**config.mk**
```make
export PLATFORM = sky130hd
export DESIGN_NAME = locd_order_graph
export DESIGN_NICKNAME = d
export VERILOG_FILES = /design/src/rtl/locd_pkg.sv /design/src/rtl/locd_order_graph.sv
export SDC_FILE = /design/constraint.sdc
export NUM_CORES = 2
export LEC_CHECK = 0
export CORE_ASPECT_RATIO = 0.75
export CORE_UTILIZATION = 50
export DETAILED_ROUTE_END_ITERATION = 6
export DONT_BUFFER_PORTS = 1
export GPL_TIMING_DRIVEN = 1
export PLACE_DENSITY = 0.74
export SLEW_MARGIN = 20
export SYNTH_ARGS = -nofsm -noshare
export SYNTH_HDL_FRONTEND = slang
export SYNTH_SLANG_ARGS = --single-unit
```
**constraint.sdc**
```tcl
create_clock -name clk -period 3.05 [get_ports clk]
set_clock_uncertainty 0.15 [all_clocks]
set_input_delay 0 -clock clk [delete_from_list [all_inputs] [get_ports clk]]
set_output_delay 0 -clock clk [all_outputs]
set_load 0.01 [all_outputs]
```
**src/rtl/locd_pkg.sv**
```systemverilog
// ----------------------------------------------------------------------------
// Lock order detector package
// Shared widths, codes and control bundles of the lock order cycle detector.
// ----------------------------------------------------------------------------
package locd_pkg;

    localparam int LOCK_W         = 6;
    localparam int STATUS_W       = 3;
    localparam int COUNT_W        = 5;
    localparam int DEF_MAX_LOCKS  = 64;
    localparam int DEF_HELD_DEPTH = 16;

    localparam logic REQ_ACQUIRE = 1'b0;
    localparam logic REQ_RELEASE = 1'b1;

    typedef enum logic [STATUS_W-1:0] {
        STATUS_OK        = 3'd0,
        STATUS_DEADLOCK  = 3'd1,
        STATUS_POP_EMPTY = 3'd2,
        STATUS_MISMATCH  = 3'd3,
        STATUS_OVERFLOW  = 3'd4
    } status_t;

    typedef enum logic [2:0] {
        ST_IDLE,
        ST_TOP,
        ST_EDGE,
        ST_PICK,
        ST_EXPAND,
        ST_DONE
    } ctrl_state_t;

    // Commands to the held lock stack.
    typedef struct packed {
        logic rd;
        logic push;
        logic pop;
    } held_cmd_t;

    // Commands to the graph search unit.
    typedef struct packed {
        logic init;
        logic pick;
        logic expand;
    } search_ctl_t;

endpackage

```
**src/rtl/locd_order_graph.sv**
```systemverilog
// ----------------------------------------------------------------------------
// Lock order graph
// Adjacency matrix in a synchronous memory, one row per lock, with a valid
// bit per row so that rows never written read as empty after reset.
// ----------------------------------------------------------------------------
module locd_order_graph
    import locd_pkg::*;
#(
    parameter int MAX_LOCKS = DEF_MAX_LOCKS,
    parameter int NODE_W    = $clog2(MAX_LOCKS)
)
(
    input  logic                 clk,
    input  logic                 rst_n,
    input  logic                 rd_en,
    input  logic [NODE_W-1:0]    rd_addr,
    output logic [MAX_LOCKS-1:0] rd_row,
    input  logic                 wr_en,
    input  logic [NODE_W-1:0]    wr_addr,
    input  logic [MAX_LOCKS-1:0] wr_row
);

    logic [MAX_LOCKS-1:0] mem [MAX_LOCKS];
    logic [MAX_LOCKS-1:0] row_valid_reg;
    logic [MAX_LOCKS-1:0] rd_data_reg;
    logic                 rd_valid_reg;

    always_ff @(posedge clk)
    begin
        if (wr_en)
        begin
            mem[wr_addr] <= wr_row;
        end
        if (rd_en)
        begin
            rd_data_reg <= mem[rd_addr];
        end
    end

    always_ff @(posedge clk or negedge rst_n)
    begin
        if (!rst_n)
        begin
            row_valid_reg <= '0;
            rd_valid_reg  <= 1'b0;
        end
        else
        begin
            if (wr_en)
            begin
                row_valid_reg[wr_addr] <= 1'b1;
            end
            if (rd_en)
            begin
                rd_valid_reg <= row_valid_reg[rd_addr];
            end
        end
    end

    assign rd_row = rd_valid_reg ? rd_data_reg : '0;

endmodule

```
After elaboration in Yosys (flattened, before gate mapping) --
Memories as Yosys holds them, arrays and structs flattened. A register that Yosys moved wholly into a read port is not among the register bits. Cells that the tools add are included.
Cells by class: multiply operators 0, multiplexer cells 7, divide/modulo/power cells 0, shift operators 0, eq/ne operators 0, reductions and logical operators 1, order comparisons 3, bitwise logic cells 1, $add $sub $neg 0
Operator list (count):
- $mux W64 | 1
- $or A64 B64 Y64 | 1
- $lt A6 B7 Y1 const B | 2
- $bmux W1 S6 | 1
- $demux W1 S6 | 1
- $ge A6 B1 Y1 const B | 1
- $mux W1 | 4
- $logic_and A1 B1 Y1 | 1
Storage, ports and cells: register bits after elaboration 65, word-level logic and storage cells 15, bits of input ports 80, bits in writable memories 4096, latch bits 0, ROM bits 0, memories 1, output and inout bits 64
Memory list:
- mem | depth 64, width 64, rd ports 1, clocked after memory_dff 1, wr ports 1, line locd_order_graph.sv:23 | logic [MAX_LOCKS-1:0] mem [MAX_LOCKS];

Longest topological paths before layout --
depth in word-level cells 5, depth in mapped cells 9, gate-level depth less buffers 5

Worst setup path before layout --
Ideal clock, no wire load.
path kind input to register, from input port wr_addr[3], to register row_valid_reg[48], arrival time 5536 ps, stages 5, required time 2808 ps, path slack -2728 ps, buffers on the path 1, setup time 92 ps, cell sequence clkbuf_1 -> nand4b_1 -> or2_2 -> nor3_1 -> or2_2
Between the ends: word-level cells in the longest chain between the ends 5, elaborated cells between the ends (all ways) 6, those cells by class 2 x order compare; 2 x mux; 1 x bitwise; 1 x reduce/logical
Ends and longest elaborated chain:
- start, declared | line locd_order_graph.sv:19 | input logic [NODE_W-1:0] wr_addr,
- $lt A6 B7 Y1 (not written as such) / $ge A6 B1 Y1 (equally long branches) | line locd_order_graph.sv:51 | row_valid_reg[wr_addr] <= 1'b1;
- $logic_and A1 B1 Y1 (not written as such) | line locd_order_graph.sv:51
- $mux W1 (not written as such) | line locd_order_graph.sv:51
- $demux W1 S6 (*) | line locd_order_graph.sv:51
- $or A64 B64 Y64 (no source line) (*)
- end signal, assigned | line locd_order_graph.sv:44 | row_valid_reg <= '0;
- end signal, assigned by index | line locd_order_graph.sv:51
- end, declared | line locd_order_graph.sv:24 | logic [MAX_LOCKS-1:0] row_valid_reg;
Mark *: on every way between the ends. The rest lies on a longest branch, timed or not. A chain may end at the register's enable or synchronous reset.

==> results by group <==
Final layout
  – Fillers: ~21000
  – Area of the multi-input gates: ~32000 µm²
  – Ratio of cells with drive above 1 in the final layout: 0.323
  – Util after Layout: 0.585
  – Fin area: approximately 190000 µm²
  – Seq. cell area: approximately 130000 µm²
  – Area delta synth->final: 16.3%
  – Commonest non-fill, non-tap cells in the layout: edfxtp_1 (4160), mux4_2 (1289), clkbuf_16 (401)
  – Most common cell after layout, fill and taps aside: edfxtp_1
  – Nets: 7031
  – Max reg flops: just over 4000

Routing
  – Via Count: about 79000
  – Initial DRC count: around 13000
  – WL per Instance: between 40 and 50 µm
  – Routed Antenna Nets: 0
  – Vias/cell: between 6 and 7
  – Remaining DRCs: 8
  – Pre-antenna DRT Iters: 7
  – Detailed Route WL: around 460000 µm

CTS
  – Clock Path Buffers: 4
  – Cts bufs inserted: 382
  – Clock Latency Late Sink: 0.96 ns
  – Clock sink total: 4225
  – Clk slew on worst S/H paths: 0.07 ns
  – CTS H-tree depth: 5
  – CTS tree: built
  – Post-CTS Repair Setup Buffers: 0
  – Root buf cell: clkbuf_16

Critical path
  – Crit path arrival time: ~3.5 ns
  – Most frequent cell on the critical path: mux4_2
  – Startpoint types: register
  – Worst setup EP type: register
  – Flop2flop setup slack: -0.03 ns
  – Worst r2r dst: rd_data_reg[30]$_DFFE_PP_
  – Worst-path fanout max: 1
  – CP top delay family: multiplexers
  – R2R cell count: 5
  – WP buf/inv: 1
  – CP required: roughly 3.5 ns
  – Slowest-stage cell, CP: dlygate4sd3_1
  – Worst Setup Path Type: register to register
  – CP peak stage delay: between 0.6 and 0.7 ns
  – Worst r2r src: mem[18][30]$_DFFE_PP_
  – Crit-path cells: mux4_2 -> mux4_2 -> dlygate4sd3_1 -> a22oi_1 -> nand2_1

STA
  – Final Max Tran Viols: 0
  – WHS: -0.549 ns
  – Min Tclk post-route: a little over 3 ns
  – Unrepaired setup endpoints after global routing: false
  – Rel. slew slack: 0.0516
  – Slew @ Worst Pin: ~1.4 ns
  – Setup violators final: 1
  – TNS Setup: -0.0255 ns
  – Final period util: 1.01
  – Achievable frequency: roughly 0.33 GHz
  – Fin. Hold Viols: 31
  – Worst setup margin: -0.0255 ns

Pwr
  – Worst IR Drop VDD: between 0.0005 and 0.0006 V
  – Pwr Total: roughly 0.12 W
  – Cell Pwr Density: 649 nW/µm²
  – Leakage Power: 58.0 nW

Status
  – Violated checks: DRC, hold timing, setup timing
  – Status: finished, violations left

Global routing
  – Number of global-route vias before repair: between 70000 and 80000
  – GRT overflow: 0
  – GRT Resource Usage Total: 0.281
  – First-pass GRT wire length: between 600000 and 700000 µm
  – Initial antenna violation count: 30
  – Largest net degree at the start of global routing: between 1000 and 1500

Synthesis
  – FF+latch count, synth: around 4200
  – Cells after Synth: roughly 6300
  – Number of flops mapped to enable cells by yosys: between 4000 and 5000
  – Distinct cells, synth: 29
  – Mapped Area: 160000 µm²
  – Async set-or-reset flop fraction in the synthesized netlist: 0.0154
  – Ys Warns: 0
  – Mean area per synthesized cell: 25.3 µm²
  – Syn_nets: around 6400
  – Post-synthesis sequential area ratio: 0.792
  – Top_reg_cell synth: edfxtp_1

Placement
  – DP Area: 167000 µm²
  – Post-DP HPWL: between 150000 and 200000 µm
  – PortBufs: 0
  – RePlAce Congestion: roughly 0.77

Floorplanning
  – Core area: 318000 µm²
  – Initial core utilization: 0.503
  – I/O pin count: 144
  – Die Wd: 655 µm
  – DIE AREA: between 300000 and 400000 µm²
  – Rows: around 180
  – Die Y: roughly 500 µm

Worst hold path
  – Hold path startpoint: rd_addr[1]
  – Worst hold endpoint: rd_data_reg[43]$_DFFE_PP_
  – Worst hold path type: input pin to register
  – Hold Path Stages: 3

Job
  – Max Cap Viol: 0
area by class of cell:
| type | instances | share of cell area |
|---|---|---|
| Multi-Input combinational cell | 1748 | 0.174 |
| Sequential cell | 4225 | 0.681 |
| Clock buffer | 449 | 0.0538 |
| Antenna cell | 14 | 0.000189 |
| Timing Repair Buffer | 591 | 0.0483 |
| Clock inverter | 250 | 0.0142 |
| Tap cell | 4253 | 0.0286 |
| Inverter | 3 | 0.0000606 |
cells in the mapped netlist, types with 2 or more instances:
| library cell | n | area (µm²) |
|---|---|---|
| a31oi_1 | 2 | 12.5 |
| buf_1 | 36 | 135 |
| mux2i_1 | 20 | 200 |
| dfrtp_1 | 65 | 1630 |
| nor2b_1 | 7 | 43.8 |
| nor3_1 | 2 | 10.0 |
| or2_2 | 65 | 407 |
| and2_1 | 65 | 407 |
| buf_2 | 111 | 556 |
| nand2_1 | 74 | 278 |
| clkbuf_1 | 182 | 683 |
| nand3_1 | 10 | 50.1 |
| a22oi_1 | 132 | 991 |
| nand2b_1 | 3 | 18.8 |
| edfxtp_1 | 4160 | 125000 |
| mux4_2 | 1289 | 29000 |
| buf_6 | 4 | 45.0 |
| a311oi_1 | 2 | 17.5 |
| nand3b_1 | 2 | 15.0 |
| nor2_1 | 68 | 255 |
| inv_1 | 3 | 11.3 |
per-stage QoR:
stage / cells / setup slack (ns) / hold WS, ns
floorplan: 6310 / -1.02 / -0.446
global placement: 10400 / -2.13 / -0.439
detailed placement: 10400 / -1.84 / -0.439
CTS: 11500 / 0.00217 / -0.520
global route: 11500 / 0.000486 / -0.595
finish: 11500 / -0.0255 / -0.549
cells by family after synthesis:
| group | synth area share |
|---|---|
| AND/OR/NAND/NOR | 0.00948 |
| AO/OA/AOI/OAI | 0.00653 |
| buffers and inverters | 0.00900 |
| flip-flops | 0.792 |
| multiplexers | 0.183 |
per-layer routing:
layer / wire (µm) / share of wire / up-vias / track usage
li1: - / - / 28800 / -
met1: 159000 / 0.34 / 41500 / 0.384
met2: 216000 / 0.47 / 7061 / 0.436
met3: 62700 / 0.14 / 1381 / 0.0688
met4: 24300 / 0.053 / 16 / 0.122
met5: 121 / 0.00026 / - / 0
repair_timing:
action	in CTS	in global routing
endpoints found under the hold margin	7382	41
setup endpoints to repair	30	50
gates resized for setup	0	2
pin swaps	0	0
cloned	7	11
hold buffers	343	7
worst max-delay path by stage:
stage / slack [ns] / cells after the start / endpoint / startpoint
2_1_floorplan: -1.02 / 4 / mem[61][0]$_DFFE_PP_ / wr_addr[2]
3_3_place_gp: -2.13 / 7 / rd_data_reg[39]$_DFFE_PP_ / rd_addr[0]
3_5_place_dp: -1.84 / 9 / rd_data_reg[42]$_DFFE_PP_ / rd_addr[0]
4_1_cts: 0.002 / 9 / rd_data_reg[4]$_DFFE_PP_ / rd_addr[0]
5_1_grt: 0.0005 / 5 / rd_data_reg[30]$_DFFE_PP_ / mem[19][30]$_DFFE_PP_
6_report: -0.03 / 5 / rd_data_reg[30]$_DFFE_PP_ / mem[18][30]$_DFFE_PP_
power by group:
group	switching, W	internal (W)
clock	0.0218	0.0277
combinational	0.00326	0.00306
sequential	0.000415	0.0644
total	0.0255	0.0952
worst min-delay path: cells and delay by family:
family          cells  cell delay [ns]
simple gates        1             0.06
compound gates      1             0.08
mux                 1             0.23
Power figures use the tool's default switching activity.
