--- src/rtl/locd_pkg.sv ---
// ----------------------------------------------------------------------------
// Lock order detector package
// Shared widths, codes and control bundles of the lock order cycle detector.
// ----------------------------------------------------------------------------
package locd_pkg;

    localparam int LOCK_W         = 6;
    localparam int STATUS_W       = 3;
    localparam int COUNT_W        = 5;
    localparam int DEF_MAX_LOCKS  = 64;
    localparam int DEF_HELD_DEPTH = 16;

    localparam logic REQ_ACQUIRE = 1'b0;
    localparam logic REQ_RELEASE = 1'b1;

    typedef enum logic [STATUS_W-1:0] {
        STATUS_OK        = 3'd0,
        STATUS_DEADLOCK  = 3'd1,
        STATUS_POP_EMPTY = 3'd2,
        STATUS_MISMATCH  = 3'd3,
        STATUS_OVERFLOW  = 3'd4
    } status_t;

    typedef enum logic [2:0] {
        ST_IDLE,
        ST_TOP,
        ST_EDGE,
        ST_PICK,
        ST_EXPAND,
        ST_DONE
    } ctrl_state_t;

    // Commands to the held lock stack.
    typedef struct packed {
        logic rd;
        logic push;
        logic pop;
    } held_cmd_t;

    // Commands to the graph search unit.
    typedef struct packed {
        logic init;
        logic pick;
        logic expand;
    } search_ctl_t;

endpackage

--- src/rtl/locd_search.sv ---
// ----------------------------------------------------------------------------
// Graph search unit
// Keeps the visited set and the set of nodes still to expand, hands out the
// next node to expand and flags when an expanded row reaches the target.
// ----------------------------------------------------------------------------
module locd_search
    import locd_pkg::*;
#(
    parameter int MAX_LOCKS = DEF_MAX_LOCKS,
    parameter int NODE_W    = $clog2(MAX_LOCKS)
)
(
    input  logic                 clk,
    input  logic                 rst_n,
    input  search_ctl_t          ctl,
    input  logic [NODE_W-1:0]    start,
    input  logic [NODE_W-1:0]    target,
    input  logic [MAX_LOCKS-1:0] row,
    output logic [NODE_W-1:0]    pick_node,
    output logic                 pending_empty,
    output logic                 found
);

    localparam logic [MAX_LOCKS-1:0] ONE = MAX_LOCKS'(1);

    logic [MAX_LOCKS-1:0] visited_reg;
    logic [MAX_LOCKS-1:0] pending_reg;
    logic [NODE_W-1:0]    target_reg;

    function automatic logic [NODE_W-1:0] first_set(input logic [MAX_LOCKS-1:0] v);
        logic [NODE_W-1:0] idx;
        idx = '0;
        for (int i = MAX_LOCKS - 1; i >= 0; i--)
        begin
            if (v[i])
            begin
                idx = NODE_W'(i);
            end
        end
        return idx;
    endfunction

    always_ff @(posedge clk or negedge rst_n)
    begin
        if (!rst_n)
        begin
            visited_reg <= '0;
            pending_reg <= '0;
        end
        else if (ctl.init)
        begin
            visited_reg <= ONE << start;
            pending_reg <= ONE << start;
        end
        else if (ctl.pick)
        begin
            pending_reg[pick_node] <= 1'b0;
        end
        else if (ctl.expand)
        begin
            visited_reg <= visited_reg | row;
            pending_reg <= pending_reg | (row & ~visited_reg);
        end
    end

    always_ff @(posedge clk)
    begin
        if (ctl.init)
        begin
            target_reg <= target;
        end
    end

    assign pick_node     = first_set(pending_reg);
    assign pending_empty = (pending_reg == '0);
    // The search stops as soon as the target is seen, so it is never visited
    // before this point.
    assign found         = row[target_reg];

endmodule

--- config.mk ---
export PLATFORM = sky130hd
export DESIGN_NAME = locd_search
export DESIGN_NICKNAME = d
export VERILOG_FILES = /design/src/rtl/locd_pkg.sv /design/src/rtl/locd_search.sv
export SDC_FILE = /design/constraint.sdc
export NUM_CORES = 1
export LEC_CHECK = 0
export BUFFER_PORTS_ARGS = -buffer_cell sky130_fd_sc_hd__buf_4
export CAP_MARGIN = 20
export CORE_MARGIN = 1
export CORE_UTILIZATION = 47
export CTS_BUF_LIST = sky130_fd_sc_hd__clkbuf_4 sky130_fd_sc_hd__clkbuf_8 sky130_fd_sc_hd__clkbuf_16
export CTS_CLUSTER_SIZE = 25
export DETAILED_ROUTE_END_ITERATION = 16
export PLACE_DENSITY = 0.66
export SETUP_SLACK_MARGIN = 0.2
export SKIP_LAST_GASP = 1
export SYNTH_ARGS = -nofsm -noshare
export SYNTH_HDL_FRONTEND = slang
export SYNTH_SLANG_ARGS = --single-unit
--- constraint.sdc ---
create_clock -name clk -period 7.5 [get_ports clk]
set_input_delay 1.5 -clock clk [delete_from_list [all_inputs] [get_ports clk]]
set_output_delay 1.5 -clock clk [all_outputs]
set_load 0.01 [all_outputs]
======== Word-level counts from Yosys, hierarchy flattened ========
Index checks and enable logic that the tools add are counted.
storage, ports and cells
  word-level logic and storage cells ...... 93
  latch bits .............................. 0
  register bits after elaboration ......... 134
  RAM bits ................................ 0
  memories kept ........................... 0
  input port bits ......................... 81
  output and inout port bits .............. 8
  ROM bits ................................ 0
operators by class
  $lt $le $gt $ge ......................... 3
  bitwise logic cells ..................... 6
  divide/modulo/power cells ............... 0
  reduce and logical (&&, ||, !) cells .... 5
  add/sub/neg operators ................... 0
  multiplexer cells ....................... 74
  shift-type cells ........................ 1
  $mul .................................... 0
  eq/ne operators ......................... 1
operators by type and width
  kind                                                                                  number
  6-bit two-way mux                                                                     64
  64-bit two-way mux                                                                    6
  64-bit AND                                                                            2
  64-bit NOT                                                                            2
  64-bit bitwise OR                                                                     2
  64-bit logical NOT                                                                    1
  1-bit by 6-bit << shifter with 64-bit output (first input constant)                   1
  6-bit by 7-bit < comparator with 1-bit output (second input constant)                 2
  1-bit binary-select mux with 6-bit select                                             1
  1-bit demux with 6-bit select                                                         1
  6-bit by 1-bit greater-or-equal comparator with 1-bit output (second input constant)  1
  3-bit nonzero test                                                                    1
  1-bit two-way mux                                                                     2
  2-bit by 1-bit inequality test with 1-bit output (second input constant)              1
  2-bit AND reduction                                                                   1
  2-bit nonzero test                                                                    1
  1-bit logical AND                                                                     1

======== Logic depth before layout (Yosys ltp) ========
  depth after elaboration ................. 72
  mapped depth ............................ 12
  mapped depth without buffers ............ 9

======== Worst setup path after synthesis ========
OpenSTA, ideal clock, no wires.
  path kind ............................... input to output
  start point ............................. input port row[63]
  end point ............................... output port found
  required time ........................... 6.000 ns
  buffers on the path ..................... 0
  cell stages on the path ................. 3
  setup slack ............................. 3.102 ns
  arrival time ............................ 2.898 ns
  cells stage by stage .................... mux4_2 -> mux4_2 -> mux4_2
on the way
  cells in the longest elaborated chain, start to end .. 2
ends and longest elaborated chain
  element                                    RTL line           source
  start, declared                            locd_search.sv:18  input logic [MAX_LOCKS-1:0] row,
  1-bit binary-select mux with 6-bit select  locd_search.sv:78  assign found = row[target_reg];
  1-bit two-way mux (implied by the code)    locd_search.sv:78
  end, declared                              locd_search.sv:21  output logic found
No other way between the ends. The select of a mux whose other input is x is not followed.

======== Worst setup path after layout ========
  start point ............................. input port row[59]
  end point ............................... output port found
The elaborated chain is that of the path after synthesis.

==> metrics.txt <==
initial standard-cell utilization of the core=48.0%; number of ports placed on the die boundary=89; fraction of power spent switching nets=between 30% and 40%; Syn. warnings=0; maximum achievable frequency=208 MHz; leading post-synthesis cells by cell area=dfrtp_1 (37%), a21oi_1 (7.6%), mux4_2 (5.5%); Hold/Removal Path Class=reg2reg; critical path buffer and inverter count=2; final weighted congestion of routability-driven global placement=0.929; family of cells with the greatest summed delay on the critical path=multiplexers; number of I/O port buffers=88; TritonCTS clock tree=done; CTS hold repair buffers=0; CTS Buf Count=17; H-tree depth=4; remaining global-route overflow=0; capture instance of the worst register-to-register path=pending_reg[26]$_DFFE_PN0P_; global-route usage over all layers=36.1%; vertical die dimension=137 um; shortest period the worst path allows=roughly 4.8 ns; ordered list of cells on the worst path=buf_4 -> mux4_2 -> mux4_2 -> mux4_2 -> buf_4; Total Neg Setup Slack=0 ns; Data required, critical path=around 6.0 ns; Clk Tree Root Cell=clkbuf_16; fraction of the yosys area taken by sequential cells=39.3%; # Max-Cap Violations=0; CP most frequent cell=mux4_2; count of standard-cell rows=~50; crit share post-route=between 60% and 70%; maximum cell stage delay along the critical path=~0.54 ns; gate count after technology mapping=slightly below 1000; CP endpoint=found; most common flop cell mapped by yosys=dfrtp_1; kind of end point of the critical path=output pin; worst reg-to-reg path cell count=9; area of the core=between 15000 and 20000 um2; number of setup buffers added after CTS=0; result of the run=finished, final reports clean; unrepaired setup endpoints after global routing=false; net switching power=around 820 uW; pin count of the biggest net entering global routing=74; Clock Latency Late Sink=about 0.43 ns; pins over their slew limit=0; first-pass GRT wire length=around 50000 um; number of distinct standard cells referenced by the synthesized netlist=71; Crit Path Class=in2out; net total in the final layout=roughly 1100; Die Outline Area=between 15000 and 20000 um2; number of design rule violations left after detail routing=0; half-perimeter wire length of the detailed placement result=roughly 22000 um; total iterations of the first detailed-routing run=6; horizontal die dimension=137 um; library cell with the highest instance count after synthesis=a21oi_1; critical path peak fanout=3; Worst-path clk slew=~0.06 ns; relative contribution of the clock network to total power=about 36%; post-synthesis area per instance=between 8 and 9 um2; number of gates given a new drive strength after cts=0; Crit-path slowest cell=mux4_2; Total Power=roughly 2.3 mW; antenna violations before repair=1; beginning of the worst register-to-register path=pending_reg[31]$_DFFE_PN0P_; Post-Syn Nets=~1000; static leakage=4.05 nW; headroom to the max-slew limit=between 20% and 30%; count of final setup violators=0; Peak supply drop=between 0.15 and 0.2 mV; via count=8728; clock sink total=approximately 130; most common library cells after synthesis=a21oi_1 (131), dfrtp_1 (128), nor2_1 (88); residual antenna-violating net count after detailed routing=0; maximum clock skew at final layout=about 0.0088 ns; depth of the critical timing path with buffers and inverters included=5; post-synthesis to final-layout area growth=14.8%; via count of the first global-routing pass=between 7000 and 8000; Critical path origin=row[59]; flops & latches, synth=around 130; wire length after detailed routing=about 33000 um; number of endpoints with negative hold slack in the final report=0; Reg2Reg Setup Slack=roughly 4 ns; final core area utilization=a little under three fifths; cell-internal power=between 1.5 and 2 mW; layout filler cell count=roughly 1600; Data arrival, critical path=3.31 ns; proportion of netlist area held by the largest area contributor=a little under two fifths; layout cell share with drive strength beyond 1=a little under a fifth; wire length per cell after detailed routing=26.0 um; 1st-iter DRT viols=1140; EDFF count, synth=6; slew of the pin with the lowest slew margin=~1.2 ns; worst-case clock buffer depth=2; share of total power in combinational logic=between 20% and 30%; sequential fraction of design power=38.3%; area of the mapped netlist=around 8600 um2; Pwr Density=approximately 230 nW/um2; dominant cell type by area after synthesis=dfrtp_1; startpoint class of the critical path=input pin; share of flip-flops with an asynchronous set or reset after synthesis=95.5%; detail-routed via count per cell=6.97
==> per-stage QoR <==
stage	setup slack [ns]	area [um2]	cells	hold slack, ns
4_1_cts	2.55	9880	1249	0.537
3_3_place_gp	2.71	9290	1217	0.512
3_5_place_dp	2.72	9290	1217	0.523
2_1_floorplan	3.10	8620	968	0.499
5_1_grt	2.68	9890	1250	0.555
6_report	2.69	9900	1252	0.537
==> layout by cell type (no fill, tap or decap), types with 3 or more instances in the layout <==
cell type	count
a211o_1	21
a21o_1	5
a21oi_1	131
a2bb2oi_1	8
a311oi_1	10
a31oi_1	33
and2_1	6
buf_4	94
clkbuf_16	18
clkinv_2	3
clkinv_4	5
dfrtp_1	128
edfxtp_1	6
inv_1	31
mux4_2	21
nand2_1	31
nand2b_1	19
nand3_1	11
nand3_2	3
nand4_1	4
nor2_1	88
nor2b_1	12
nor3_1	20
nor3_2	3
nor3b_1	35
nor4_1	19
nor4_4	5
o211ai_1	16
o21ai_0	74
o21bai_1	14
o221ai_1	5
o22a_1	16
o22ai_1	56
or2_2	6
or3_1	4
or4_1	4
==> area by class of cell <==
class                           count  area, um2  share of cell area (%)
Antenna cell                        2       5.00                  0.0506
Inverter                           33        124                    1.25
Clock inverter                     13        124                    1.25
Multi-Input combinational cell    726       4780                    48.3
Clock buffer                       19        458                    4.63
Tap cell                          229        287                    2.90
Timing Repair Buffer               96        732                    7.40
Sequential cell                   134       3380                    34.2
==> power by group through the flow <==
stage	Combinational (mW)	Sequential (mW)	Clock, mW
after floorplan	0.413	0.854	0
after global placement	0.586	0.898	0
after detailed placement	0.588	0.899	0
after CTS	0.591	0.886	0.828
after global routing	0.650	0.898	0.858
final	0.608	0.890	0.824
==> worst reg2reg max path, delay by kind of cell, from the launching register on <==
family	cells	cell delay, ns
AOI/OAI and AO/OA	5	1.44
and+or+nand+nor	3	1.12
DFF	1	0.50
buffers and inverters	1	0.27
==> logic make-up (layout without fill, tap and decap cells) <==
| group | Yosys count | count (layout) | synth area share (%) |
|---|---|---|---|
| AOI/OAI and AO/OA | 419 | 419 | 30.9 |
| muxes | 21 | 21 | 5.49 |
| DFF | 134 | 134 | 39.3 |
| buffers and inverters | 108 | 161 | 5.33 |
| other | 0 | 2 | 0 |
| and+or+nand+nor | 286 | 286 | 19.0 |
==> how the worst min path moves through the flow <==
| stage | start | endpoint | slack, ns | depth (start not counted) |
|---|---|---|---|---|
| 2_1_floorplan | visited_reg[14]$_DFFE_PN0P_ | visited_reg[14]$_DFFE_PN0P_ | 0.50 | 2 |
| 3_3_place_gp | visited_reg[38]$_DFFE_PN0P_ | visited_reg[38]$_DFFE_PN0P_ | 0.51 | 2 |
| 3_5_place_dp | visited_reg[23]$_DFFE_PN0P_ | visited_reg[23]$_DFFE_PN0P_ | 0.52 | 2 |
| 4_1_cts | visited_reg[23]$_DFFE_PN0P_ | visited_reg[23]$_DFFE_PN0P_ | 0.54 | 2 |
| 5_1_grt | visited_reg[19]$_DFFE_PN0P_ | visited_reg[19]$_DFFE_PN0P_ | 0.55 | 2 |
| 6_report | visited_reg[14]$_DFFE_PN0P_ | visited_reg[14]$_DFFE_PN0P_ | 0.54 | 2 |
==> per-layer routing <==
layer | vias to the layer above | global-route usage [%] | share of wire, %
met2 | 592 | 48.3 | 42
met3 | 70 | 10.9 | 13
met1 | 4266 | 54.0 | 42
li1 | 3800 | - | -
met5 | - | 0 | 0
met4 | 0 | 13.4 | 3.0
Power figures use the tool's default switching activity.
