==> config.mk <==
export PLATFORM = sky130hd
export DESIGN_NAME = locd_held_stack
export DESIGN_NICKNAME = d
export VERILOG_FILES = /design/src/rtl/locd_pkg.sv /design/src/rtl/locd_held_stack.sv
export SDC_FILE = /design/constraint.sdc
export NUM_CORES = 1
export LEC_CHECK = 0
export ABC_AREA = 1
export ABC_CLOCK_PERIOD_IN_PS = 5400
export BUFFER_PORTS_ARGS = -buffer_cell sky130_fd_sc_hd__buf_4
export CAP_MARGIN = 20
export CORE_UTILIZATION = 65
export CTS_CLUSTER_SIZE = 20
export DETAILED_ROUTE_END_ITERATION = 16
export PLACE_DENSITY = 0.95
export SYNTH_ARGS = -nofsm -noshare
export SYNTH_HDL_FRONTEND = slang
export SYNTH_SLANG_ARGS = --single-unit
==> constraint.sdc <==
create_clock -name clk -period 5.4 [get_ports clk]
set_clock_uncertainty 0.1 [all_clocks]
set_input_delay 1.08 -clock clk [delete_from_list [all_inputs] [get_ports clk]]
set_output_delay 1.08 -clock clk [all_outputs]
set_load 0.01 [all_outputs]
==> src/rtl/locd_pkg.sv <==
// ----------------------------------------------------------------------------
// Lock order detector package
// Shared widths, codes and control bundles of the lock order cycle detector.
// ----------------------------------------------------------------------------
package locd_pkg;

    localparam int LOCK_W         = 6;
    localparam int STATUS_W       = 3;
    localparam int COUNT_W        = 5;
    localparam int DEF_MAX_LOCKS  = 64;
    localparam int DEF_HELD_DEPTH = 16;

    localparam logic REQ_ACQUIRE = 1'b0;
    localparam logic REQ_RELEASE = 1'b1;

    typedef enum logic [STATUS_W-1:0] {
        STATUS_OK        = 3'd0,
        STATUS_DEADLOCK  = 3'd1,
        STATUS_POP_EMPTY = 3'd2,
        STATUS_MISMATCH  = 3'd3,
        STATUS_OVERFLOW  = 3'd4
    } status_t;

    typedef enum logic [2:0] {
        ST_IDLE,
        ST_TOP,
        ST_EDGE,
        ST_PICK,
        ST_EXPAND,
        ST_DONE
    } ctrl_state_t;

    // Commands to the held lock stack.
    typedef struct packed {
        logic rd;
        logic push;
        logic pop;
    } held_cmd_t;

    // Commands to the graph search unit.
    typedef struct packed {
        logic init;
        logic pick;
        logic expand;
    } search_ctl_t;

endpackage

==> src/rtl/locd_held_stack.sv <==
// ----------------------------------------------------------------------------
// Held lock stack
// Synchronous memory of held lock ids with its stack pointer; the top entry
// is read into a register on a read command.
// ----------------------------------------------------------------------------
module locd_held_stack
    import locd_pkg::*;
#(
    parameter int HELD_DEPTH = DEF_HELD_DEPTH,
    parameter int PTR_W      = $clog2(HELD_DEPTH + 1)
)
(
    input  logic              clk,
    input  logic              rst_n,
    input  held_cmd_t         cmd,
    input  logic [LOCK_W-1:0] push_id,
    output logic [LOCK_W-1:0] top_id,
    output logic [PTR_W-1:0]  ptr
);

    localparam int ADDR_W = $clog2(HELD_DEPTH);

    logic [LOCK_W-1:0] mem [HELD_DEPTH];
    logic [LOCK_W-1:0] top_reg;
    logic [PTR_W-1:0]  ptr_reg;
    logic [PTR_W-1:0]  ptr_next;
    logic [PTR_W-1:0]  top_ptr;

    assign top_ptr = ptr_reg - PTR_W'(1);

    always_comb
    begin
        ptr_next = ptr_reg;
        if (cmd.push)
        begin
            ptr_next = ptr_reg + PTR_W'(1);
        end
        else if (cmd.pop)
        begin
            ptr_next = ptr_reg - PTR_W'(1);
        end
    end

    always_ff @(posedge clk or negedge rst_n)
    begin
        if (!rst_n)
        begin
            ptr_reg <= '0;
        end
        else
        begin
            ptr_reg <= ptr_next;
        end
    end

    // The read of an empty stack returns junk; the caller ignores it then.
    always_ff @(posedge clk)
    begin
        if (cmd.push)
        begin
            mem[ptr_reg[ADDR_W-1:0]] <= push_id;
        end
        if (cmd.rd)
        begin
            top_reg <= mem[top_ptr[ADDR_W-1:0]];
        end
    end

    assign top_id = top_reg;
    assign ptr    = ptr_reg;

endmodule

; ---- Word level (Yosys, flattened, before mapping)
; Memory sizes are Yosys's and may differ from the RTL's. A register that Yosys moved wholly into a read port is not among the register bits.
; Cells that the tools add are included.
[totals]
wordCells = 9
out_inout_bits = 11
input_bits = 11
n_memories = 1
mem_bits_rw = 96
register_bits = 5
[mem_list]
columns = memory, depth, word_bits, read_ports, rd_ports_with_merged_regs, write_ports, line_no
row1 = mem, 16, 6, 1, 1, 1, locd_held_stack.sv:23  ; logic [LOCK_W-1:0] mem [HELD_DEPTH];
[classes]
n_mux = 4
reduce_logical = 1
add_sub_neg = 2
[ops]
columns = operator, count
row1 = 2-to-1 mux 5 bit, 2
row2 = "adder 5 x 1 -> 5 bit, second input constant", 1
row3 = "subtractor 5 x 1 -> 5 bit, second input constant", 1
row4 = 2-to-1 mux 1 bit, 2
row5 = nonzero test 2 bit, 1

; ---- Depth between registers and ports, before layout
; Gate-level depths: netlist of run 1.
[logic_depth]
word_depth = 3
mapped_depth = 11
ltp_nobuf = 7

; ---- Least setup slack after synthesis of run 1
; OpenSTA, ideal clock, no wires.
[synth_path]
path_kind = input -> register
startpoint = in cmd[1] (netlist bit)
endpoint = mem mem[11][0], enable pin
path_stages = 3
setup_ns = 0.350
t_arrival_ns = 1.666
path_slack_ns = 3.284
cell_sequence = buf_2 -> nand2_1 -> nor2_1
[synth_between]
elab_chain_cells = 2
[synth_rtl]
columns = item, line_no
row1 = from (decl), locd_held_stack.sv:15  ; input held_cmd_t cmd,
row2 = 2-to-1 mux 1 bit, locd_held_stack.sv:59  ; if (cmd.push)
row3 = 2-to-1 mux 1 bit (not written as such), locd_held_stack.sv:61  ; mem[ptr_reg[ADDR_W-1:0]] <= push_id;
row4 = to (decl), locd_held_stack.sv:23
; No other way between the ends.

; ---- Worst setup path after layout of run 1
[layout_path]
startpoint = reg ptr_reg[0] (netlist: ptr[0])
endpoint = reg top_reg[0] (netlist: top_id[0]), read port of mem (data pin)
[layout_between]
elab_chain_cells = 1
[layout_rtl]
columns = item, line_no
row1 = from (decl), locd_held_stack.sv:25  ; logic [PTR_W-1:0] ptr_reg;
row2 = from (signal assigned), locd_held_stack.sv:52  ; ptr_reg <= ptr_next;
row3 = subtractor 5 x 1 -> 5 bit, -
row4 = to (decl), locd_held_stack.sv:24  ; logic [LOCK_W-1:0] top_reg;
; No other way between the ends.
; A chain may end at the register's enable or synchronous reset.

==> results_dict.tcl, run 1 <==
set metrics [dict create \
    final_area_um2 5090 \
    hp-class "in -> async" \
    cts-hold-fix-buffers 0 \
    rows 30 \
    grt_antenna_before_repair 0 \
    relSlewSlack_pct 37.8 \
    ys_types 18 \
    cp-start-kind "flop" \
    rr_worst_depth 7 \
    overflow 0 \
    final_antenna_net_count 0 \
    routed_via_density 5.64 \
    drive_gt1_share_pct 7.88 \
    cts-buffers-inserted 9 \
    setup-tns-final_ns 0 \
    gp_congestion 0.898 \
    final.period_utilization_pct 64.0 \
    clockBufferDepth 2 \
    clk_latency_ns 0.37 \
    max_freq_mhz 289 \
    synth_warnings 0 \
    root_buffer "clkbuf_8" \
    dieArea_um2 7620 \
    avgSynthCellArea_um2 10.2 \
    synth_nets 480 \
    crit_arrival_ns 3.48 \
    outcome "finished clean" \
    grt_pass1_vias 3085 \
    hold_viol_final 0 \
    drc 0 \
    dpl-instance-area_um2 4900 \
    clk_pin_slew_ns 0.09 \
    drv_cap 0 \
    worstPathMaxFanout 52 \
    power_density_nw_per_um2 541 \
    grt_first_pass_wirelength_um 16100 \
    portBuffers 21 \
    io_pins 22 \
    first_pass_iters 6 \
    cts_resized 0 \
    setup_viol 0 \
    nets 492 \
    synthToLayoutAreaGrowth_pct 7.67 \
    h-tree-depth 3 \
    cts_tree "yes" \
    grtUsageTotal_pct 29.8 \
    synth_area_um2 4730 \
    die_h_um 87.3 \
    dp_cells 562 \
    ir_drop_uv 402 \
    crit_required_ns 5.43 \
    antenna_cells 0 \
    core-area_um2 6910 \
    wl_um 10500 \
    p_leak_nw 2.22 \
    worst_pin_slew_ns 0.927 \
    crit_path_end_kind "flop" \
    start_util_pct 68.5 \
    maxSlewViolCount 0 \
    wl_per_cell_um 18.2 \
    hpwl_um 6780 \
    post-cts-setup-buffer-count 0 \
    grt_max_degree 53 \
    synth-seq-cells 107 \
    postSynthCellCount 465 \
    p_total_mw 2.76 \
    drt_iter0_drc 523 \
    rsz0062_at_grt "false" \
    clock-sinks 107 \
    finalCriticalPeriod_ns 3.46 \
    num-fill-cells 489 \
    vias 3262 \
    path_class "reg -> reg" \
    fin_util_pct 73.7 \
    yosysSeqAreaShare_pct 67.4 \
    die_x_um 87.3 \
    finalNonFillerCells 578 \
    largest_reg_flops 96 \
]
[metrics by stage]
step | setup slack (ns) | hold WS [ns]
floorplan | 3.28 | 0.414
global placement | 2.19 | 0.378
detailed placement | 2.04 | 0.407
CTS | 2.02 | 0.390
global route | 1.67 | 0.389
finish | 1.94 | 0.401
[layout make-up]
cell class              count  area [µm²]  area share, %
repair buffers             22         165           3.24
inverters                  83         312           6.12
well taps                  96         120           2.36
clock inverters             4        52.6           1.03
flip-flops and latches    107        3190           62.6
clock buffers              12         135           2.65
multi-input cells         254        1120           22.0
[cell usage in the layout, fill, tap and decap left out]
| master | netlist | layout |
|---|---|---|
| buf_4 | 3 | 22 |
| bufinv_16 | 0 | 1 |
| clkbuf_1 | 2 | 3 |
| clkbuf_8 | 0 | 9 |
| clkinv_2 | 0 | 1 |
| clkinv_4 | 0 | 2 |
| dfrtp_1 | 5 | 5 |
| edfxtp_1 | 102 | 102 |
| ha_1 | 4 | 4 |
| inv_1 | 81 | 81 |
| inv_2 | 2 | 2 |
| nand2_1 | 147 | 147 |
| nand3_1 | 76 | 76 |
| nand3b_1 | 1 | 1 |
| nand4_1 | 1 | 1 |
| nor2_1 | 18 | 18 |
| o21ai_1 | 1 | 1 |
| o221ai_1 | 1 | 1 |
| or2_2 | 1 | 1 |
| xnor2_1 | 1 | 1 |
| xor2_1 | 3 | 3 |
[synthesized netlist by cell type]
| cell | n | share of area, % |
|---|---|---|
| nand2_1 | 147 | 12 |
| edfxtp_1 | 102 | 65 |
| inv_1 | 81 | 6.4 |
| nand3_1 | 76 | 8.0 |
| nor2_1 | 18 | 1.4 |
| buf_2 | 16 | 1.7 |
| dfrtp_1 | 5 | 2.6 |
| ha_1 | 4 | 1.1 |
| buf_4 | 3 | 0.48 |
| xor2_1 | 3 | 0.56 |
| clkbuf_1 | 2 | 0.16 |
| inv_2 | 2 | 0.16 |
| nand3b_1 | 1 | 0.16 |
| nand4_1 | 1 | 0.13 |
| o21ai_1 | 1 | 0.11 |
| o221ai_1 | 1 | 0.19 |
| or2_2 | 1 | 0.13 |
| xnor2_1 | 1 | 0.19 |
[report_power, final]
part           internal, mW  total (mW)  switching (mW)
Clock                 0.216       0.477           0.260
Sequential             1.05        1.10          0.0570
Combinational         0.360        1.18           0.816
[cells by family (layout without fill, tap and decap cells)]
| family | Yosys count | in the layout | share of synthesized area (%) |
|---|---|---|---|
| adders and majority gates | 4 | 4 | 1.06 |
| xor gates and xnor gates | 4 | 4 | 0.741 |
| AOI/OAI and AO/OA | 2 | 2 | 0.291 |
| DFF | 107 | 107 | 67.4 |
| buffers and inverters | 104 | 121 | 8.92 |
| and+or+nand+nor | 244 | 244 | 21.6 |
[worst max-delay path, stage by stage (launching register included)]
cell	delay, ns
dfrtp_1	0.40
inv_2	0.64
ha_1	0.88
inv_1	0.61
nand3_1	0.24
nand3_1	0.12
nand3_1	0.14
nand2_1	0.06
[metal layers]
| layer | GRT usage, % | up-vias | routed length (µm) |
|---|---|---|---|
| met2 | 46.9 | 205 | 5020 |
| met3 | 6.54 | 27 | 993 |
| li1 | - | 1513 | - |
| met4 | 11.2 | 0 | 221 |
| met1 | 41.3 | 1517 | 4300 |
| met5 | 0 | - | 0 |
[worst paths after layout]
kind | end | start | slack [ns]
setup / recovery | top_id[0]$_DFFE_PP_ | ptr[0]$_DFFE_PN0P_ | 1.94
hold / removal | ptr[4]$_DFFE_PN0P_ | rst_n | 0.40
setup reg to reg | top_id[0]$_DFFE_PP_ | ptr[0]$_DFFE_PN0P_ | 1.94
hold reg to reg | ptr[4]$_DFFE_PN0P_ | ptr[4]$_DFFE_PN0P_ | 0.43
max in group asynchronous | ptr[2]$_DFFE_PN0P_ | rst_n | 4.69
min in group clk | ptr[4]$_DFFE_PN0P_ | ptr[4]$_DFFE_PN0P_ | 0.43
Note: power is estimated with default switching activity, not from simulation.
==> inputs of run 2 (changes only) <==
==> config.mk (replaced) <==
export PLATFORM = sky130hd
export DESIGN_NAME = locd_held_stack
export DESIGN_NICKNAME = d
export VERILOG_FILES = /design/src/rtl/locd_pkg.sv /design/src/rtl/locd_held_stack.sv
export SDC_FILE = /design/constraint.sdc
export NUM_CORES = 1
export LEC_CHECK = 0
export ABC_AREA = 0
export ABC_CLOCK_PERIOD_IN_PS = 3100
export BUFFER_PORTS_ARGS = -buffer_cell sky130_fd_sc_hd__buf_4
export CAP_MARGIN = 20
export CORE_UTILIZATION = 54
export CTS_CLUSTER_SIZE = 20
export DETAILED_ROUTE_END_ITERATION = 16
export PLACE_DENSITY = 0.86
export SYNTH_ARGS = -nofsm -noshare
export SYNTH_HDL_FRONTEND = slang
export SYNTH_SLANG_ARGS = --single-unit
==> constraint.sdc (replaced) <==
create_clock -name clk -period 3.1 [get_ports clk]
set_clock_uncertainty 0.1 [all_clocks]
set_input_delay 0.62 -clock clk [delete_from_list [all_inputs] [get_ports clk]]
set_output_delay 0.62 -clock clk [all_outputs]
set_load 0.01 [all_outputs]
==> run 2 against run 1 <==
Effect of this change: utilization fell by 12 points; final area fell by 5.3%; sequential cell count did not move; sequential power rose by 75%; largest power group unchanged; critical path type unchanged; fmax rose by 27%; first-iteration DRC count fell by 50%; critical path depth did not move; clock power rose by 61%.
==> results_dict.tcl, run 2 <==
set metrics [dict create \
    nets 317 \
    setup-tns-final_ns 0 \
    dieArea_um2 8480 \
    hp-class "reg -> reg" \
    largest_reg_flops 96 \
    cts_tree "yes" \
    power_density_nw_per_um2 964 \
    relSlewSlack_pct 46.3 \
    rows 32 \
    synth_area_leader_cell "edfxtp_1" \
    rsz0062_at_grt "false" \
    antenna_cells 0 \
    ys_types 33 \
    finalNonFillerCells 409 \
    ys_top_cells_by_area "edfxtp_1 70%, mux2i_1 6.9%, nand2_1 3.7%" \
    drc 0 \
    crit_required_ns 3.24 \
    vias 2410 \
    grt_first_pass_wirelength_um 12800 \
    crit_path_end_kind "flop" \
    max_freq_mhz 368 \
    ir_drop_uv 406 \
    synth-seq-cells 107 \
    h-tree-depth 3 \
    crit_chain "inv_1 -> ha_1 -> xnor2_2 -> buf_6 -> mux4_1 -> nor2_1 -> a41o_1" \
    hold_slack_ns 0.411 \
    worst_pin_slew_ns 0.802 \
    postSynthCellCount 278 \
    setup_viol 0 \
    netlist_top_cells_count "102 x edfxtp_1, 43 x nand2_1, 30 x mux2i_1, 26 x nor2_1, 12 x nand3_1" \
    grt_max_degree 35 \
    routed_via_density 5.89 \
    seq_area_um2 3190 \
    num-fill-cells 583 \
    start_util_pct 56.1 \
    synth_edf_count 102 \
    multi_input_area_um2 1110 \
    dp_cells 392 \
    cp-start-kind "flop" \
    final_antenna_net_count 0 \
    overflow 0 \
    worstPathMaxFanout 13 \
    clk_latency_ns 0.37 \
    cts-buffers-inserted 9 \
    hpwl_um 5560 \
    drt_iter0_drc 263 \
    yosys.area.top_type_share_pct 69.9 \
    drv_cap 0 \
    slowest_stage "xnor2_2" \
    final.period_utilization_pct 87.5 \
    die_x_um 92.1 \
    die_h_um 92.1 \
    first_pass_iters 5 \
    synthToLayoutAreaGrowth_pct 10.0 \
    wl_per_cell_um 20.5 \
    finalCriticalPeriod_ns 2.71 \
    clk_pin_slew_ns 0.10 \
    gp_congestion 0.846 \
    cpPeakStageDelay_ns 0.62 \
    clock-sinks 107 \
    mostFrequentLayoutCells "102 x edfxtp_1, 43 x nand2_1, 30 x mux2i_1" \
    path_class "reg -> reg" \
    hold_viol_final 0 \
    portBuffers 21 \
    grtUsageTotal_pct 21.5 \
    wl_um 8400 \
    synth_area_um2 4380 \
    cts_resized 0 \
    synth_top_flop_cell "edfxtp_1" \
    synthArstFlopShare_pct 4.67 \
    avgSynthCellArea_um2 15.8 \
    crit_arrival_ns 2.85 \
    io_pins 22 \
    p_total_mw 4.65 \
    maxSlewViolCount 0 \
    clockBufferDepth 2 \
    fin_util_pct 61.8 \
    synth_nets 293 \
    root_buffer "clkbuf_8" \
    outcome "finished clean" \
    yosys.cell_count.top_type "edfxtp_1" \
    grt_antenna_before_repair 0 \
    core-area_um2 7810 \
    p_leak_nw 1.74 \
    grt_pass1_vias 2321 \
    synth_warnings 0 \
    final_common_cell "edfxtp_1" \
    yosysSeqAreaShare_pct 72.7 \
    drive_gt1_share_pct 15.3 \
]
==> run 2: layout make-up <==
| class | count | area share (%) |
|---|---|---|
| multi-input cells | 155 | 23.1 |
| clock inverters | 7 | 1.09 |
| inverters | 2 | 0.156 |
| well taps | 102 | 2.65 |
| clock buffers | 9 | 2.57 |
| flip-flops and latches | 107 | 66.1 |
| repair buffers | 27 | 4.33 |
==> run 2: metal layers <==
layer	part of all wire, %	up-vias	routed length, µm	GRT usage (%)
met5	0	-	0	0
met4	1.6	0	138	8.46
met3	7.2	17	605	4.39
met2	49	106	4100	33.2
met1	42	1198	3550	30.1
li1	-	1089	-	-
==> run 2: final timing paths <==
check	from	endpoint	slack, ns	depth (start not counted)
setup / recovery	ptr[1]$_DFFE_PN0P_	top_id[2]$_DFFE_PP_	0.39	7
hold / removal	ptr[4]$_DFFE_PN0P_	ptr[4]$_DFFE_PN0P_	0.41	1
setup reg to reg	ptr[1]$_DFFE_PN0P_	top_id[2]$_DFFE_PP_	0.39	7
hold reg to reg	ptr[4]$_DFFE_PN0P_	ptr[4]$_DFFE_PN0P_	0.41	1
max in group asynchronous	rst_n	ptr[2]$_DFFE_PN0P_	2.31	2
min in group asynchronous	rst_n	ptr[4]$_DFFE_PN0P_	0.47	2
==> run 2: what timing repair did <==
| action | 4_1_cts | 5_1_grt |
|---|---|---|
| hold buffers | 1 | 0 |
| hold endpoints to repair | 5 | 0 |
| buffers inserted | 0 | 0 |
==> run 2: cells by family (layout without fill, tap and decap cells) <==
group,count (synthesis),after routing,share of synthesized area [%]
flip-flops,107,107,72.7
AND/OR/NAND/NOR,93,93,9.02
multiplexers,36,36,10.4
buffers and inverters,16,45,1.83
AO/OA/AOI/OAI,15,15,3.17
XOR/XNOR,7,7,1.74
adder cells (fa/ha/maj),4,4,1.14
==> run 2: worst max-delay path: cells and delay by family (launching register included) <==
family,cells,cell delay (ns)
compound gates,1,0.11
xor+xnor,1,0.62
fa+ha+maj,1,0.24
buf+inv,2,0.36
flops,1,0.50
mux,1,0.55
simple gates,1,0.12
==> run 2: report_power, final <==
part | switching (mW) | total [mW] | internal [mW] | leakage (nW)
clock | 0.471 | 0.767 | 0.296 | 0.0896
combinational | 1.13 | 1.96 | 0.834 | 0.669
sequential | 0.0935 | 1.92 | 1.83 | 0.986
==> run 2: per-stage QoR <==
stage	setup slack, ns	instance area (µm²)
2_1_floorplan	0.523	4380
3_3_place_gp	0.335	4630
3_5_place_dp	0.467	4640
4_1_cts	0.417	4820
5_1_grt	0.217	4820
6_report	0.386	4820
